$ cat src/rtl/hst_pkg.sv
`default_nettype none

package hst_pkg;

    localparam int CMD_W    = 2;
    localparam int HASH_W   = 64;
    localparam int STATUS_W = 3;
    localparam int TOTAL_W  = 7;

    localparam logic [CMD_W-1:0] CMD_LOOKUP = 2'd0;
    localparam logic [CMD_W-1:0] CMD_INSERT = 2'd1;
    localparam logic [CMD_W-1:0] CMD_REMOVE = 2'd2;

    localparam logic [STATUS_W-1:0] ST_OK      = 3'd0;
    localparam logic [STATUS_W-1:0] ST_PRESENT = 3'd1;
    localparam logic [STATUS_W-1:0] ST_MISSING = 3'd2;
    localparam logic [STATUS_W-1:0] ST_INVALID = 3'd3;
    localparam logic [STATUS_W-1:0] ST_FULL    = 3'd4;

    typedef struct packed {
        logic [STATUS_W-1:0] status;
        logic [TOTAL_W-1:0]  entry_total;
    } hst_result_t;

endpackage

`default_nettype wire

$ cat src/rtl/hst_if.sv
`default_nettype none


interface hst_res_if
    import hst_pkg::*;
();
    logic                valid;
    logic                ready;
    logic [STATUS_W-1:0] status;
    logic [TOTAL_W-1:0]  entry_total;

    modport source (output valid, output status, output entry_total, input ready);
    modport sink   (input valid, input status, input entry_total, output ready);
endinterface

`default_nettype wire

$ cat src/rtl/hst_out_stage.sv
`default_nettype none

// Result holding register: lets the core take a new item while a result waits.
module hst_out_stage
    import hst_pkg::*;
(
    input  wire logic        clk,
    input  wire logic        rst_n,
    input  wire logic        load,
    input  wire hst_result_t res,
    output logic             can_load,
    hst_res_if.source        result
);

    logic        valid_reg;
    hst_result_t res_reg;

    assign can_load = !valid_reg || result.ready;

    always_ff @(posedge clk or negedge rst_n)
    begin
        if (!rst_n)
        begin
            valid_reg <= 1'b0;
        end
        else if (can_load)
        begin
            valid_reg <= load;
        end
    end

    always_ff @(posedge clk)
    begin
        if (can_load && load)
        begin
            res_reg <= res;
        end
    end

    assign result.valid       = valid_reg;
    assign result.status      = res_reg.status;
    assign result.entry_total = res_reg.entry_total;

endmodule

`default_nettype wire

$ cat src/flat_wrapper.sv
// flat-port wrapper written by rule: the top's interface ports become plain ports
module hst_out_stage_flat import hst_pkg::*;
  (clk, rst_n, load, res, can_load, result_valid, result_status, result_entry_total, result_ready);
  hst_res_if result_i ();
  input  wire logic clk;
  input  wire logic rst_n;
  input  wire logic load;
  input  wire hst_result_t res;
  output logic can_load;
  output wire logic [$bits(result_i.valid)-1:0] result_valid;
  output wire logic [$bits(result_i.status)-1:0] result_status;
  output wire logic [$bits(result_i.entry_total)-1:0] result_entry_total;
  input wire logic [$bits(result_i.ready)-1:0] result_ready;
  assign result_valid = result_i.valid;
  assign result_status = result_i.status;
  assign result_entry_total = result_i.entry_total;
  assign result_i.ready = result_ready;
  hst_out_stage u_core (.clk(clk), .rst_n(rst_n), .load(load), .res(res), .can_load(can_load), .result(result_i));
endmodule
$ cat config.mk
export PLATFORM = sky130hd
export DESIGN_NAME = hst_out_stage_flat
export DESIGN_NICKNAME = d
export VERILOG_FILES = /design/src/rtl/hst_pkg.sv /design/src/rtl/hst_if.sv /design/src/rtl/hst_out_stage.sv /design/src/flat_wrapper.sv
export SDC_FILE = /design/constraint.sdc
export NUM_CORES = 1
export LEC_CHECK = 0
export BUFFER_PORTS_ARGS = -buffer_cell sky130_fd_sc_hd__clkbuf_2
export CORE_AREA = 2 2 39 41
export CTS_CLUSTER_DIAMETER = 120
export DETAILED_ROUTE_END_ITERATION = 10
export DIE_AREA = 0 0 41 43
export PLACE_DENSITY = 0.66
export SYNTH_ARGS = -nofsm -noshare
export SYNTH_HDL_FRONTEND = slang
export SYNTH_SLANG_ARGS = --single-unit
$ cat constraint.sdc
create_clock -name clk -period 2.2 [get_ports clk]
set_input_delay 0.44 -clock clk [delete_from_list [all_inputs] [get_ports clk]]
set_output_delay 0.44 -clock clk [all_outputs]
set_load 0.005 [all_outputs]
# --- Yosys cells after proc, flatten, opt, wreduce, memory -nomap -nowiden ---
# Cells that the tools add are included.
# Widths: inputs -> output; s select.
op_classes:
  n_reduce_logical: 3
op_table:
  columns: ["cell", "count"]
  rows:
  - ["$logic_and 1x1->1", 1]
  - ["$logic_not 1->1", 1]
  - ["$logic_or 1x1->1", 1]
totals:
  regBits: 11
  elab_cells: 6
  output_inout_bits: 12
  inputBits: 14

# --- Logic depth before layout (Yosys ltp) ---
logic_depth:
  word_depth: 3
  ltp_mapped: 2
  mapped_depth_nobuf: 2

# --- Least setup slack after synthesis ---
# OpenSTA, ideal clock, no wires.
synth_path:
  path_kind: "input to register"
  from: "input result_ready"
  to: "register u_core.res_reg, in the netlist u_core.result.entry_total[0] (enable)"
  setup_ns: 0.303
  stages: 2
  path_slack_ns: 1.152
  arrival_time_ns: 0.745
  path_cell_list: "nand2b_4 and2_4"
synth_between:
  elab_chain_cells: 2
synth_lines:
  columns: ["element", "line", "source"]
  rows:
  - ["start: declaration", "flat_wrapper.sv:13", "input wire logic [$bits(result_i.ready)-1:0] result_ready;"]
  - ["$logic_or 1x1->1", "hst_out_stage.sv:18", "assign can_load = !valid_reg || result.ready;"]
  - ["$logic_and 1x1->1", "hst_out_stage.sv:34", "if (can_load && load)"]
  - ["end signal: assignment", "hst_out_stage.sv:36", "res_reg <= res;"]
  - ["end: declaration", "hst_out_stage.sv:16", "hst_result_t res_reg;"]
# No other way between the ends.
# A chain may end at the register's enable or synchronous reset.

# --- Final worst setup path ---
layout_path:
  from: "register u_core.valid_reg, in the netlist u_core.result.valid"
  to: "output can_load"
layout_between:
  elab_chain_cells: 2
layout_lines:
  columns: ["element", "line", "source"]
  rows:
  - ["start: declaration", "hst_out_stage.sv:15", "logic valid_reg;"]
  - ["start signal: assignment", "hst_out_stage.sv:28", "valid_reg <= load;"]
  - ["$logic_not 1->1", "hst_out_stage.sv:18", null]
  - ["$logic_or 1x1->1", "hst_out_stage.sv:18", null]
  - ["end: declaration", "flat_wrapper.sv:9", "output logic can_load;"]
# No other way between the ends.

==> flow_summary.toml <==
[sta]
final_hold_viol_count = 0
max_freq_mhz = 776
rsz0062_at_grt = "false"
period_share = 0.586
fin_crit_ps = 1290
worst_pin_slew_ps = 135
finClkSkew_ps = 1.68
layout_setup_ws_ps = 911
setup_viol = 0
whs_ps = 354
fin_tns_setup_ps = 0
max_slew_margin = 0.910
drv_slew = 0

[cells_and_area]
drive_above_1_share = 0.682
fin_nets = 59
largest_register_ffs = 7
regArea_um2 = 325
multi_input_area_um2 = 28.8
fill_cells = 134
area_growth_pct = 51.2
num_antenna_cells = 0

[clocking]
cts_sinks = 11
cts_tree = "built"
clockBufferDepth = 2
insertion_delay_ps = 260
cts_setup_buffers = 0
htreeDepth = 1
clk_pin_slew_ps = 60
cts_buffers = 3
ctsRootBufferMaster = "clkbuf_4"
cts.hold.buffers_added = 1
cts.repair.resized = 0

[drt]
drt_pass1_iterations = 2
drtIter0Drc = 2
route.detailed.drc = 0
dr_total_vias = 237
ant_nets = 0
wl_met1_um = 265
highest_layer = "met3"
route.met2.wl_um = 285
wl_per_cell_um = 11.3
via_per_inst = 3.95
routed-wl-met3_um = 124
drt-total-wl_um = 675

[placed_design]
gp_congestion = 0.698
portBuffers = 25
pre_cts_slack_ps = 1000

[critical_path]
reg2regPathDepth = 2
worst-path-max-fanout = 3
crit_end = "can_load"
criticalPathCategory = "register to output pin"
arrival_ps = 850
r2r_start = "u_core.result.valid$_DFFE_PN0P_"
critPathRequiredTime_ps = 1760
r2r_end = "u_core.result.status[1]$_DFFE_PP_"
end_kind = "output pin"
critPathLaunchType = "register"
cp-startpoint = "u_core.result.valid$_DFFE_PN0P_"
r2r_setup_slack_ps = 1200

[power]
power_density_nw_per_um2 = 767
leakage_nw = 0.245
irDropWorstVdd_uv = 312

[yosys]
yosysUniqueCellTypes = 5
synth_most_common_cell = "edfxtp_1"
synth-seq-area-share = 0.919
synth_top_area_share = 0.848
netlist_area_um2 = 354
synthFlopType = "edfxtp_1"
synthesis.nets = 28
ys_warn_count = 0
yosys.area.top_type = "edfxtp_1"
syn_inst = 14
ys_ff_latch = 11
netlist_top_cells_area = "edfxtp_1 (85%), dfrtp_1 (7.1%), nand2b_4 (3.9%)"
synth_enable_flop_cells = 10
avgSynthCellArea_um2 = 25.3
async_flop_share = 0.0909
synthTopCellsByCount = "edfxtp_1 (10), and2_4 (1), dfrtp_1 (1), nand2b_1 (1), nand2b_4 (1)"

[global_route]
grt_overflow = 0
grt_max_degree = 11
first_global_vias = 252
grt_use_total = 0.0872
antenna_found_initial = 0
grt_pass1_wl_um = 972

[run_status]
status = "complete, no violations"

[floorplan]
core-area_um2 = 1380
rows = 14
die_h_um = 43
io_pins = 26
dieArea_um2 = 1760
start_util = 0.256
die-width_um = 41

[job]
drv_cap = 0

[min_path]
hp-class = "input pin to register"
stage by stage:
step | util | area, um^2 | total power [mW] | std cells
final | 0.387 | 536 | 0.411 | 60
after global routing | 0.387 | 536 | 0.437 | 60
after CTS | 0.387 | 536 | 0.421 | 60
after detailed placement | 0.361 | 499 | 0.286 | 55
after global placement | 0.361 | 499 | 0.285 | 55
after floorplan | - | 354 | 0.260 | 14
cells in the final DEF (no fill, tap or decap):
master,synthesis,final
edfxtp_1,10,10
nand2b_1,1,1
dfrtp_1,1,1
and2_4,1,1
clkbuf_1,0,1
clkbuf_4,0,3
dlygate4sd3_1,0,1
nand2b_4,1,1
clkbuf_2,0,25
report_power, final:
group	leakage (nW)	switching [mW]	internal, mW	total, mW
Combinational	0.124	0.0145	0.0206	0.0351
Clock	0.0150	0.0597	0.0699	0.130
Sequential	0.106	0.00428	0.242	0.246
Total	0.245	0.0784	0.333	0.411
final cells by class:
class | instances | area share
sequential | 11 | 0.607
timing repair buffer | 26 | 0.252
multi-input combinational | 3 | 0.0537
clock buffer | 4 | 0.0491
tap | 16 | 0.0374
critical path, stage by stage, from the launching register on:
cell and delay, ps:
dfrtp_1 410, nand2b_4 80, clkbuf_2 110
worst min path at each step:
stage	start	end	slack, ps	cells after the start
final	res[4]	u_core.result.entry_total[4]$_DFFE_PP_	350	1
after global routing	res[0]	u_core.result.entry_total[0]$_DFFE_PP_	340	1
after CTS	res[4]	u_core.result.entry_total[4]$_DFFE_PP_	340	1
after detailed placement	rst_n	u_core.result.valid$_DFFE_PN0P_	220	1
after global placement	rst_n	u_core.result.valid$_DFFE_PN0P_	220	1
after floorplan	rst_n	u_core.result.valid$_DFFE_PN0P_	140	0
per-layer routing:
metal  vias to the layer above  GRT usage
met5                         -          0
met4                         0     0.0600
met3                         0     0.0366
met2                        26      0.119
met1                        99      0.107
li1                        112          -
kinds of logic (layout without fill, tap and decap cells):
| group | Yosys count | count (layout) | synth area share |
|---|---|---|---|
| DFF | 11 | 11 | 0.919 |
| and+or+nand+nor | 3 | 3 | 0.0813 |
| buffers and inverters | 0 | 30 | 0 |
(Power assumes the default switching activity.)
